==> src/rtl/core/qcr_pkg.sv <==
// ----------------------------------------------------------------------------
// qcr_pkg
// types and constants of the quadrature counter with speed measurement
// ----------------------------------------------------------------------------
package qcr_pkg;

  localparam int KIND_W     = 2;
  localparam int ELAPSED_W  = 32;
  localparam int POS_W      = 32;
  localparam int RPM_W      = 32;
  localparam int TPR_W      = 16;
  localparam int DEN_W      = ELAPSED_W + TPR_W;
  localparam int SCALE_W    = 26;
  localparam int CFG_IDX_W  = 2;
  localparam int CFG_DATA_W = 16;
  localparam int STEP_W     = 5;

  localparam logic [SCALE_W-1:0] RPM_SCALE = 26'd60000000;
  localparam logic [STEP_W-1:0]  MUL_LAST  = STEP_W'(SCALE_W - 1);
  localparam logic [STEP_W-1:0]  DIV_LAST  = STEP_W'(RPM_W - 1);

  typedef enum logic [KIND_W-1:0] {
    KIND_EDGE_A = 2'd0,
    KIND_EDGE_B = 2'd1,
    KIND_SPEED  = 2'd2,
    KIND_LOAD   = 2'd3
  } kind_t;

  typedef enum logic [CFG_IDX_W-1:0] {
    REG_REVERSED      = 2'd0,
    REG_TICKS_PER_REV = 2'd1
  } cfg_reg_t;

  typedef struct packed {
    logic accept;
    logic mag_load;
    logic mul_step;
    logic chk;
    logic div_step;
    logic finish;
    logic out_load;
  } qcr_cmd_t;

  typedef struct packed {
    logic is_speed;
    logic mul_last;
    logic div_last;
  } qcr_status_t;

endpackage

==> src/rtl/core/qcr_ifs.sv <==
// ----------------------------------------------------------------------------
// qcr interfaces
// valid/ready channels for items, results and register writes
// ----------------------------------------------------------------------------
interface qcr_in_if;
  import qcr_pkg::*;

  logic                    valid;
  logic                    ready;
  logic [KIND_W-1:0]       kind;
  logic                    level_a;
  logic                    level_b;
  logic [ELAPSED_W-1:0]    elapsed_us;
  logic signed [POS_W-1:0] new_position;

  modport source (output valid, kind, level_a, level_b, elapsed_us, new_position,
                  input ready);
  modport sink (input valid, kind, level_a, level_b, elapsed_us, new_position,
                output ready);
endinterface

interface qcr_out_if;
  import qcr_pkg::*;

  logic                    valid;
  logic                    ready;
  logic signed [POS_W-1:0] position;
  logic                    forward;
  logic [RPM_W-1:0]        rpm;

  modport source (output valid, position, forward, rpm, input ready);
  modport sink (input valid, position, forward, rpm, output ready);
endinterface

interface qcr_cfg_if;
  import qcr_pkg::*;

  logic                  valid;
  logic                  ready;
  logic [CFG_IDX_W-1:0]  index;
  logic [CFG_DATA_W-1:0] data;

  modport source (output valid, index, data, input ready);
  modport sink (input valid, index, data, output ready);
endinterface

==> src/rtl/core/qcr_ctrl.sv <==
// ----------------------------------------------------------------------------
// qcr_ctrl
// sequencer: item intake, multiply and divide steps, result hand-off
// ----------------------------------------------------------------------------
module qcr_ctrl (
  input  logic                 clk,
  input  logic                 rst_n,
  input  logic                 in_valid,
  output logic                 in_ready,
  output logic                 out_valid,
  input  logic                 out_ready,
  input  qcr_pkg::qcr_status_t status,
  output qcr_pkg::qcr_cmd_t    cmd
);
  import qcr_pkg::*;

  typedef enum logic [6:0] {
    ST_IDLE = 7'b0000001,
    ST_MAG  = 7'b0000010,
    ST_MUL  = 7'b0000100,
    ST_CHK  = 7'b0001000,
    ST_DIV  = 7'b0010000,
    ST_FIN  = 7'b0100000,
    ST_DONE = 7'b1000000
  } state_t;

  state_t state_r, state_nxt;
  logic   out_valid_r, out_valid_nxt;

  assign in_ready  = (state_r == ST_IDLE);
  assign out_valid = out_valid_r;

  always_comb begin
    state_nxt = state_r;
    cmd       = '0;
    case (state_r)
      ST_IDLE: begin
        if (in_valid) begin
          cmd.accept = 1'b1;
          state_nxt  = status.is_speed ? ST_MAG : ST_DONE;
        end
      end
      ST_MAG: begin
        cmd.mag_load = 1'b1;
        state_nxt    = ST_MUL;
      end
      ST_MUL: begin
        cmd.mul_step = 1'b1;
        if (status.mul_last) begin
          state_nxt = ST_CHK;
        end
      end
      ST_CHK: begin
        cmd.chk   = 1'b1;
        state_nxt = ST_DIV;
      end
      ST_DIV: begin
        cmd.div_step = 1'b1;
        if (status.div_last) begin
          state_nxt = ST_FIN;
        end
      end
      ST_FIN: begin
        cmd.finish = 1'b1;
        state_nxt  = ST_DONE;
      end
      ST_DONE: begin
        if (!out_valid_r || out_ready) begin
          cmd.out_load = 1'b1;
          state_nxt    = ST_IDLE;
        end
      end
      default: begin
        state_nxt = ST_IDLE;
      end
    endcase
  end

  always_comb begin
    out_valid_nxt = out_valid_r;
    if (cmd.out_load) begin
      out_valid_nxt = 1'b1;
    end else if (out_ready) begin
      out_valid_nxt = 1'b0;
    end
  end

  always_ff @(posedge clk) begin
    if (!rst_n) begin
      state_r     <= ST_IDLE;
      out_valid_r <= 1'b0;
    end else begin
      state_r     <= state_nxt;
      out_valid_r <= out_valid_nxt;
    end
  end

endmodule

==> src/rtl/core/qcr_dp.sv <==
// ----------------------------------------------------------------------------
// qcr_dp
// tick counter, settings, shift-add multiplier, restoring divider, result word
// ----------------------------------------------------------------------------
module qcr_dp #(
  parameter int COUNT_WIDTH = 32
) (
  input  logic                                   clk,
  input  logic                                   rst_n,
  input  qcr_pkg::qcr_cmd_t                      cmd,
  output qcr_pkg::qcr_status_t                   status,
  input  logic                                   cfg_we,
  input  logic [qcr_pkg::CFG_IDX_W-1:0]          cfg_index,
  input  logic [qcr_pkg::CFG_DATA_W-1:0]         cfg_data,
  input  logic [qcr_pkg::KIND_W-1:0]             in_kind,
  input  logic                                   in_level_a,
  input  logic                                   in_level_b,
  input  logic [qcr_pkg::ELAPSED_W-1:0]          in_elapsed_us,
  input  logic signed [qcr_pkg::POS_W-1:0]       in_new_position,
  output logic signed [qcr_pkg::POS_W-1:0]       out_position,
  output logic                                   out_forward,
  output logic [qcr_pkg::RPM_W-1:0]              out_rpm
);
  import qcr_pkg::*;

  localparam int PROD_W = COUNT_WIDTH + SCALE_W;
  localparam int HI_W   = PROD_W - RPM_W;
  localparam int CMP_W  = (HI_W > DEN_W) ? HI_W : DEN_W;

  logic                    reversed_r;
  logic [TPR_W-1:0]        tpr_r;
  logic [COUNT_WIDTH-1:0]  count_r;
  logic [COUNT_WIDTH-1:0]  base_r;
  logic                    fwd_r;
  logic [RPM_W-1:0]        speed_r;

  logic [COUNT_WIDTH-1:0]  diff_r;
  logic [DEN_W-1:0]        den_r;
  logic [PROD_W-1:0]       mcand_r;
  logic [PROD_W-1:0]       acc_r;
  logic [DEN_W-1:0]        rem_r;
  logic [RPM_W-1:0]        quo_r;
  logic                    sat_r;
  logic [STEP_W-1:0]       step_r;

  logic signed [POS_W-1:0] pos_r;
  logic                    pos_fwd_r;
  logic [RPM_W-1:0]        rpm_r;

  logic                    up;
  logic [COUNT_WIDTH-1:0]  mag;
  logic [CMP_W-1:0]        hi_ext;
  logic [CMP_W-1:0]        den_ext;
  logic [DEN_W:0]          trial;
  logic [DEN_W:0]          trial_diff;
  logic                    trial_ge;

  assign up = in_level_a ^ in_level_b ^ reversed_r ^ (in_kind == KIND_EDGE_B);
  assign mag = diff_r[COUNT_WIDTH-1] ? COUNT_WIDTH'(-diff_r) : diff_r;

  assign hi_ext  = CMP_W'(acc_r >> RPM_W);
  assign den_ext = CMP_W'(den_r);

  assign trial      = {rem_r, quo_r[RPM_W-1]};
  assign trial_diff = trial - {1'b0, den_r};
  assign trial_ge   = (trial >= {1'b0, den_r});

  assign status.is_speed = (in_kind == KIND_SPEED);
  assign status.mul_last = (step_r == MUL_LAST);
  assign status.div_last = (step_r == DIV_LAST);

  assign out_position = pos_r;
  assign out_forward  = pos_fwd_r;
  assign out_rpm      = rpm_r;

  // settings and architectural state
  always_ff @(posedge clk) begin
    if (!rst_n) begin
      reversed_r <= 1'b0;
      tpr_r      <= TPR_W'(1);
      count_r    <= '0;
      base_r     <= '0;
      fwd_r      <= 1'b1;
      speed_r    <= '0;
    end else begin
      if (cfg_we) begin
        case (cfg_index)
          REG_REVERSED:      reversed_r <= cfg_data[0];
          REG_TICKS_PER_REV: tpr_r      <= cfg_data[TPR_W-1:0];
          default: ;
        endcase
      end
      if (cmd.accept) begin
        case (in_kind)
          KIND_EDGE_A, KIND_EDGE_B: begin
            count_r <= up ? count_r + COUNT_WIDTH'(1) : count_r - COUNT_WIDTH'(1);
            fwd_r   <= up;
          end
          KIND_SPEED: begin
            base_r <= count_r;
          end
          KIND_LOAD: begin
            count_r <= COUNT_WIDTH'(in_new_position);
          end
          default: ;
        endcase
      end
      if (cmd.finish) begin
        speed_r <= sat_r ? '1 : quo_r;
      end
    end
  end

  // speed arithmetic
  always_ff @(posedge clk) begin
    if (cmd.accept) begin
      diff_r <= count_r - base_r;
      den_r  <= DEN_W'(in_elapsed_us) * DEN_W'(tpr_r);
    end
    if (cmd.mag_load) begin
      mcand_r <= PROD_W'(mag);
      acc_r   <= '0;
      step_r  <= '0;
    end
    if (cmd.mul_step) begin
      if (RPM_SCALE[step_r]) begin
        acc_r <= acc_r + mcand_r;
      end
      mcand_r <= mcand_r << 1;
      step_r  <= step_r + STEP_W'(1);
    end
    if (cmd.chk) begin
      sat_r  <= (hi_ext >= den_ext);
      rem_r  <= hi_ext[DEN_W-1:0];
      quo_r  <= acc_r[RPM_W-1:0];
      step_r <= '0;
    end
    if (cmd.div_step) begin
      rem_r  <= trial_ge ? trial_diff[DEN_W-1:0] : trial[DEN_W-1:0];
      quo_r  <= {quo_r[RPM_W-2:0], trial_ge};
      step_r <= step_r + STEP_W'(1);
    end
  end

  // result word
  always_ff @(posedge clk) begin
    if (cmd.out_load) begin
      pos_r     <= POS_W'(signed'(count_r));
      pos_fwd_r <= fwd_r;
      rpm_r     <= speed_r;
    end
  end

endmodule

==> src/rtl/core/quadrature_counter_with_rpm.sv <==
// ----------------------------------------------------------------------------
// quadrature_counter_with_rpm
// x4 quadrature decoder with position load and rpm measurement
// ----------------------------------------------------------------------------
// Each input word is an edge on channel A or B, a speed sample or a position
// load, and each one returns one result word with position, direction and the
// last rpm figure. Edge and load words go from acceptance through the done
// state to the result register, which they enter once it is free. A speed
// sample runs in steps: the position difference and the 32x16 divisor product,
// the magnitude, shift-add multiplication by 60000000, an overflow check and
// a restoring divider, one bit per cycle, then storing the speed and loading
// the result. One word is in flight at a time; the next word is taken while
// a finished result still waits in the output register.
// A zero divisor or a quotient above 32 bits gives rpm of all ones.
module quadrature_counter_with_rpm #(
  parameter int COUNT_WIDTH = 32
) (
  input  logic      clk,
  input  logic      rst_n,
  qcr_in_if.sink    in_ch,
  qcr_out_if.source out_ch,
  qcr_cfg_if.sink   cfg_ch
);
  import qcr_pkg::*;

  qcr_cmd_t    cmd;
  qcr_status_t status;
  logic        cfg_we;

  assign cfg_ch.ready = 1'b1;
  assign cfg_we       = cfg_ch.valid & cfg_ch.ready;

  qcr_ctrl u_ctrl (
    .clk       (clk),
    .rst_n     (rst_n),
    .in_valid  (in_ch.valid),
    .in_ready  (in_ch.ready),
    .out_valid (out_ch.valid),
    .out_ready (out_ch.ready),
    .status    (status),
    .cmd       (cmd)
  );

  qcr_dp #(
    .COUNT_WIDTH (COUNT_WIDTH)
  ) u_dp (
    .clk             (clk),
    .rst_n           (rst_n),
    .cmd             (cmd),
    .status          (status),
    .cfg_we          (cfg_we),
    .cfg_index       (cfg_ch.index),
    .cfg_data        (cfg_ch.data),
    .in_kind         (in_ch.kind),
    .in_level_a      (in_ch.level_a),
    .in_level_b      (in_ch.level_b),
    .in_elapsed_us   (in_ch.elapsed_us),
    .in_new_position (in_ch.new_position),
    .out_position    (out_ch.position),
    .out_forward     (out_ch.forward),
    .out_rpm         (out_ch.rpm)
  );

endmodule

==> src/flat_wrapper.sv <==
// flat-port wrapper written by rule: the top's interface ports become plain ports
module quadrature_counter_with_rpm_flat import qcr_pkg::*;
#(
  parameter int COUNT_WIDTH = 32
)
  (clk, rst_n, in_ch_valid, in_ch_kind, in_ch_level_a, in_ch_level_b, in_ch_elapsed_us, in_ch_new_position, in_ch_ready, out_ch_valid, out_ch_position, out_ch_forward, out_ch_rpm, out_ch_ready, cfg_ch_valid, cfg_ch_index, cfg_ch_data, cfg_ch_ready);
  qcr_in_if in_ch_i ();
  qcr_out_if out_ch_i ();
  qcr_cfg_if cfg_ch_i ();
  input  logic clk;
  input  logic rst_n;
  input wire logic [$bits(in_ch_i.valid)-1:0] in_ch_valid;
  input wire logic [$bits(in_ch_i.kind)-1:0] in_ch_kind;
  input wire logic [$bits(in_ch_i.level_a)-1:0] in_ch_level_a;
  input wire logic [$bits(in_ch_i.level_b)-1:0] in_ch_level_b;
  input wire logic [$bits(in_ch_i.elapsed_us)-1:0] in_ch_elapsed_us;
  input wire logic [$bits(in_ch_i.new_position)-1:0] in_ch_new_position;
  output wire logic [$bits(in_ch_i.ready)-1:0] in_ch_ready;
  output wire logic [$bits(out_ch_i.valid)-1:0] out_ch_valid;
  output wire logic [$bits(out_ch_i.position)-1:0] out_ch_position;
  output wire logic [$bits(out_ch_i.forward)-1:0] out_ch_forward;
  output wire logic [$bits(out_ch_i.rpm)-1:0] out_ch_rpm;
  input wire logic [$bits(out_ch_i.ready)-1:0] out_ch_ready;
  input wire logic [$bits(cfg_ch_i.valid)-1:0] cfg_ch_valid;
  input wire logic [$bits(cfg_ch_i.index)-1:0] cfg_ch_index;
  input wire logic [$bits(cfg_ch_i.data)-1:0] cfg_ch_data;
  output wire logic [$bits(cfg_ch_i.ready)-1:0] cfg_ch_ready;
  assign in_ch_i.valid = in_ch_valid;
  assign in_ch_i.kind = in_ch_kind;
  assign in_ch_i.level_a = in_ch_level_a;
  assign in_ch_i.level_b = in_ch_level_b;
  assign in_ch_i.elapsed_us = in_ch_elapsed_us;
  assign in_ch_i.new_position = in_ch_new_position;
  assign in_ch_ready = in_ch_i.ready;
  assign out_ch_valid = out_ch_i.valid;
  assign out_ch_position = out_ch_i.position;
  assign out_ch_forward = out_ch_i.forward;
  assign out_ch_rpm = out_ch_i.rpm;
  assign out_ch_i.ready = out_ch_ready;
  assign cfg_ch_i.valid = cfg_ch_valid;
  assign cfg_ch_i.index = cfg_ch_index;
  assign cfg_ch_i.data = cfg_ch_data;
  assign cfg_ch_ready = cfg_ch_i.ready;
  quadrature_counter_with_rpm #(.COUNT_WIDTH(COUNT_WIDTH)) u_core (.clk(clk), .rst_n(rst_n), .in_ch(in_ch_i), .out_ch(out_ch_i), .cfg_ch(cfg_ch_i));
endmodule
==> config.mk <==
export PLATFORM = sky130hd
export DESIGN_NAME = quadrature_counter_with_rpm_flat
export DESIGN_NICKNAME = d
export VERILOG_FILES = /design/src/rtl/core/qcr_pkg.sv /design/src/rtl/core/qcr_ifs.sv /design/src/rtl/core/qcr_ctrl.sv /design/src/rtl/core/qcr_dp.sv /design/src/rtl/core/quadrature_counter_with_rpm.sv /design/src/flat_wrapper.sv
export SDC_FILE = /design/constraint.sdc
export NUM_CORES = 2
export LEC_CHECK = 0
export BUFFER_PORTS_ARGS = -buffer_cell sky130_fd_sc_hd__buf_2
export CORE_AREA = 2 2 444 226
export DETAILED_ROUTE_END_ITERATION = 7
export DIE_AREA = 0 0 446 228
export GPL_TIMING_DRIVEN = 0
export PLACE_DENSITY = 0.7
export SETUP_SLACK_MARGIN = 0.4
export SLEW_MARGIN = 25
export SYNTH_ARGS = -nofsm -noshare
export SYNTH_HDL_FRONTEND = slang
export SYNTH_SLANG_ARGS = --single-unit
==> constraint.sdc <==
create_clock -name clk -period 9 [get_ports clk]
set_clock_uncertainty 0.15 [all_clocks]
set_input_delay 1.8 -clock clk [delete_from_list [all_inputs] [get_ports clk]]
set_output_delay 1.8 -clock clk [all_outputs]
set_load 0.02 [all_outputs]
## Yosys cells after proc, flatten, opt, wreduce, memory -nomap -nowiden

Memory sizes are Yosys's and may differ from the RTL's. A register that Yosys moved wholly into a read port is not among the register bits.
Cells that the tools add are included.

| storage, ports and cells | value |
|---|---|
| flip-flop bits (word level) | 469 |
| ROM bits | 32 |
| logic and storage cells | 105 |
| memories | 1 |

Memory list:

| memory | words | bits a word | rd ports | clocked after Yosys merged registers in | write ports | line | RTL |
|---|---|---|---|---|---|---|---|
| (name not given) | 32 | 1 | 1 | 1 | 0 | qcr_dp.sv:126 | `if (RPM_SCALE[step_r]) begin` |

| cells by class | value |
|---|---|
| $add $sub $neg | 7 |
| $mul | 1 |
| order comparisons | 3 |
| equality and inequality tests | 17 |
| multiplexer cells | 37 |
| bitwise gates (word level) | 3 |
| reductions and logical operators | 16 |

Operators by type and width:

| operator | count |
|---|---|
| 58-bit 2-to-1 mux | 5 |
| 32-bit 2-to-1 mux | 5 |
| 48-bit 2-to-1 mux | 3 |
| 32-bit one-hot mux with 2 select lines | 1 |
| 58-bit adder | 1 |
| 49-bit by 48-bit greater-or-equal comparator with 1-bit output | 1 |
| 7-bit one-hot mux with 7 select lines | 1 |
| 26-bit by 48-bit greater-or-equal comparator with 1-bit output | 1 |
| 32-bit by 16-bit multiplier with 48-bit output | 1 |
| 48-bit subtractor | 1 |
| 7-bit 2-to-1 mux | 5 |
| 32-bit by 1-bit adder with 32-bit output (second input constant) | 1 |
| 32-bit negator | 1 |
| 32-bit by 1-bit subtractor with 32-bit output (second input constant) | 1 |
| 32-bit subtractor | 1 |
| 5-bit 2-to-1 mux | 5 |
| 1-bit 2-to-1 mux | 12 |
| 5-bit == test (second input constant) | 2 |
| 2-bit AND reduction | 5 |
| 2-bit nonzero test | 4 |
| 7-bit by 1-bit == test with 1-bit output (second input constant) | 1 |
| 7-bit by 2-bit == test with 1-bit output (second input constant) | 1 |
| 7-bit by 3-bit == test with 1-bit output (second input constant) | 1 |
| 7-bit by 4-bit == test with 1-bit output (second input constant) | 1 |
| 16 further kinds | 23 |

## Longest topological paths before layout

| logic depth | value |
|---|---|
| word-level depth | 7 |
| gate-level depth with buffers | 27 |
| mapped depth without buffers | 25 |

## By module

From an unflattened synthesis, not the netlist that was laid out.

| unflattened totals | value |
|---|---|
| cells, all modules | 4782 |
| area, all modules | 44037.2 sq um |

By module, submodules not included:

| module | times used | cells each | area an instance (sq um) | seq. area each (sq um) |
|---|---|---|---|---|
| qcr_dp | 1 | 4712 | 43459.2 | 12131.6 |
| qcr_ctrl | 1 | 68 | 566.8 | 160.2 |
| quadrature_counter_with_rpm | 1 | 2 | 11.3 | 0.0 |

## Worst setup path before layout

No wires, ideal clock.

| timing | value |
|---|---|
| path type | in2reg |
| start point | in in_ch_elapsed_us[11] |
| end point | reg u_core.u_dp.den_r[44] (netlist: u_core.u_dp.den_ext[44]) (data pin) |
| library setup time | 264 ps |
| data arrival time | 7958 ps |
| required time | 8586 ps |
| path slack | 629 ps |
| stages | 24 |
| cell sequence | clkbuf_1 nand2_1 fa_1 inv_1 fa_1 fa_1 fa_1 fa_1 inv_1 fa_1 inv_1 ha_1 clkbuf_1 a21o_1 a21o_1 a21oi_1 o21ai_0 o31ai_1 a21oi_1 a31o_2 a221o_1 nor3b_1 a221oi_1 xnor2_1 |

| between the ends | value |
|---|---|
| word-level cells in the longest chain between the ends | 1 |

Ends and longest elaborated chain:

| item | line | RTL |
|---|---|---|
| from (decl) | flat_wrapper.sv:16 | `input wire logic [$bits(in_ch_i.elapsed_us)-1:0] in_ch_elapsed_us;` |
| 32-bit by 16-bit multiplier with 48-bit output | qcr_dp.sv:118 | `den_r <= DEN_W'(in_elapsed_us) * DEN_W'(tpr_r);` |
| to (signal assigned) | qcr_dp.sv:118 |  |
| to (decl) | qcr_dp.sv:38 | `logic [DEN_W-1:0] den_r;` |

No other way between the ends.
A chain may end at the register's enable or synchronous reset.

## Worst setup path after layout

| timing | value |
|---|---|
| start point | in in_ch_elapsed_us[2] |
| end point | reg u_core.u_dp.den_r[44] (netlist: u_core.u_dp.den_ext[44]) (data pin) |

The elaborated chain is that of the path after synthesis.

==> run metrics <==
outcome finished clean; DPL Wire Length between 100,000 and 150,000 um; cell family with the largest share of critical-path delay adder cells; Num CTS Buffers 47; # fillers a little over 9,000; Mapped Avg Cell Area 9.06 um^2; Placement Cell Area 46,200 um^2; Worst slew margin 0.181; P per Cell Area 172 nW/um^2; Final min period 8.43 ns; Max Cap Viol 0; Root Buffer clkbuf_16; Hold Slack between 0.2 and 0.3 ns; die extent in x between 400 and 500 um; Post-CTS Hold Buffers 0; crit-path max FO 10; area of the multi-input gates between 20,000 and 30,000 um^2; FF+latch area between 10,000 and 15,000 um^2; maximum vdd drop around 150 uV; Crit-path slowest cell fa_1; final setup violation count 0; vias in the first global route 33,770; CTS tree yes; leading cell type in the layout, fill and taps excluded nand2_1; unrepaired setup endpoints after global routing true; Ys Warns 0; Synth Flop Type edfxtp_1; first-pass GRT wire length roughly 210,000 um; remaining antenna violation count 0; Crit path top cell by count fa_1; CP max stage delay around 0.57 ns; number of core rows 82; Sink Count 470; Iteration-0 DRC Markers about 4,200; area growth from synthesis to layout 10.2%; Period Utilization, post-route 0.937; Setup CP Type input port to flop; number of library cell types mapped by synthesis 77; worst slew pin tran between 1 and 1.5 ns; overall routed net length around 140,000 um; RD Place Congestion about 1; CTS Buffer Depth 3; DRC 0; CP Capture Type flop; register bit count reported by yosys 470; DR WL/cell 21.8 um; Reg clk slew, reported paths 0.07 ns; H-Tree Level Count 2; via count around 36,000; Syn Inst Count between 4,000 and 5,000; Final Hold Fails 0; LEAKAGE roughly 21 nW; Total GRT Usage 0.269; number of synthesized flops with an enable pin around 290; crit path launch type input port; die height approximately 230 um; Pre-antenna DRT Iters 6; core footprint between 90,000 and 100,000 um^2; Hold/Removal Path Class flop to flop; Initial Utilization 0.442; DIE AREA 102,000 um^2; fin area 48,000 um^2; Port-buffer cells about 160; grt ovf 0; Buf+Inv Stages, Crit Path 6; register area share after synthesis 0.282; # IOs about 160; vias per cell approximately 5.7; required time worst endpoint around 9.2 ns; async set-or-reset flop fraction in the synthesized netlist 0; Synth Cell Area between 40,000 and 50,000 um^2; Nets ~6,000; most frequent cells in the layout nand2_1, inv_1, fa_1; largest net degree at the start of global routing approximately 50; Worst EP arrival between 8 and 9 ns; worst skew pair latency 0.64 ns; Max Clk Rate ~0.12 GHz; initial antenna violation count 1; share of cells above drive strength 1 0.0708; Net Count, Synth 5,638; Max Slew Vio Count 0
[cells by family after synthesis]
| group | share of synthesized area |
|---|---|
| simple gates | 0.162 |
| compound gates | 0.145 |
| buf+inv | 0.0687 |
| fa+ha+maj | 0.285 |
| flops | 0.282 |
| xor+xnor | 0.0438 |
| mux | 0.0133 |
| other cells | 0.0000861 |
[cell usage after synthesis, types with 97 or more instances]
library cell	number	area, um^2
clkbuf_1	210	788
inv_1	578	2170
xnor2_1	121	1060
nor2_1	282	1060
ha_1	318	3980
nand2_1	671	2520
edfxtp_1	288	8650
fa_1	422	8450
and2_1	253	1580
xor2_1	97	850
o21ai_0	245	1230
a21o_1	141	1060
a21oi_1	355	1780
dfxtp_1	182	3640
[layer usage]
| layer | share of wire | wire length, um | track usage |
|---|---|---|---|
| met1 | 0.48 | 66300 | 0.438 |
| met2 | 0.34 | 47300 | 0.305 |
| met3 | 0.17 | 22900 | 0.136 |
| met4 | 0.015 | 2020 | 0.0417 |
| met5 | 0 | 0 | 0 |
[registers in the layout, summed over array words and instances, names as in the netlist, 48 cells and up, named ones only]
| register | count |
|---|---|
| u_core.u_dp.den_ext | 48 |
| u_core.u_dp.acc_r | 58 |
| u_core.u_dp.rem_r | 48 |
| u_core.u_dp.mcand_r | 58 |
[worst register-to-register path: stages, from the launching register on]
cell and delay [ns]:
dfxtp_1 0.71, clkdlybuf4s15_1 0.85, nand2_1 0.18, fa_1 0.53, fa_1 0.53, fa_1 0.52
inv_1 0.05, fa_1 0.50, fa_1 0.50, inv_1 0.06, fa_1 0.50, inv_1 0.07
ha_1 0.41, and4_1 0.26, and2_1 0.22, a32oi_4 0.17, nor4_2 0.42, o31ai_1 0.12
buf_4 0.16, a21oi_2 0.24, a31o_2 0.25, a221o_1 0.24, nor3b_2 0.31, a221oi_2 0.10
xnor2_1 0.14
[final cells by class]
class,count,area share
tap,1302,0.0339
buffer,217,0.0201
antenna,3,0.000156
timing repair buffer,165,0.0201
sequential,470,0.256
inverter,578,0.0452
clock inverter,27,0.00638
multi-input combinational,3542,0.591
clock buffer,60,0.0268
[through the flow]
step / setup TNS, ns / power (mW) / utilization / setup WS [ns] / instances
5_1_grt: 0 / 8.74 / 0.488 / 0.337 / 6361
3_5_place_dp: -7.30 / 6.05 / 0.469 / -1.01 / 6273
3_3_place_gp: -6.82 / 5.99 / 0.467 / -0.963 / 6266
2_1_floorplan: 0 / 5.11 / - / 0.629 / 4807
6_report: 0 / 8.28 / 0.488 / 0.567 / 6364
4_1_cts: 0 / 8.17 / 0.486 / 0.410 / 6361
[timing repair]
action,CTS,global route
setup endpoints to repair,13,9
resized for setup,43,71
buffers inserted,1,0
pin swaps,1,4
[power breakdown]
group,switching [mW],leakage (nW),total (mW),internal [mW]
Sequential,0.195,4.02,2.75,2.55
Combinational,2.10,16.3,3.41,1.30
Clock,0.957,0.789,2.12,1.17
[final timing paths]
| path | to | slack [ns] | cells past startpoint | startpoint |
|---|---|---|---|---|
| max | u_core.u_dp.den_ext[44] | 0.57 | 25 | in_ch_elapsed_us[2] |
| max reg2reg | u_core.u_dp.den_ext[44] | 0.59 | 24 | u_core.u_dp.tpr_r[2] |
| min | u_core.u_dp.out_rpm[2] | 0.27 | 0 | u_core.u_dp.speed_r[2] |
| min reg2reg | u_core.u_dp.out_rpm[2] | 0.27 | 0 | u_core.u_dp.speed_r[2] |
(Power assumes the default switching activity.)
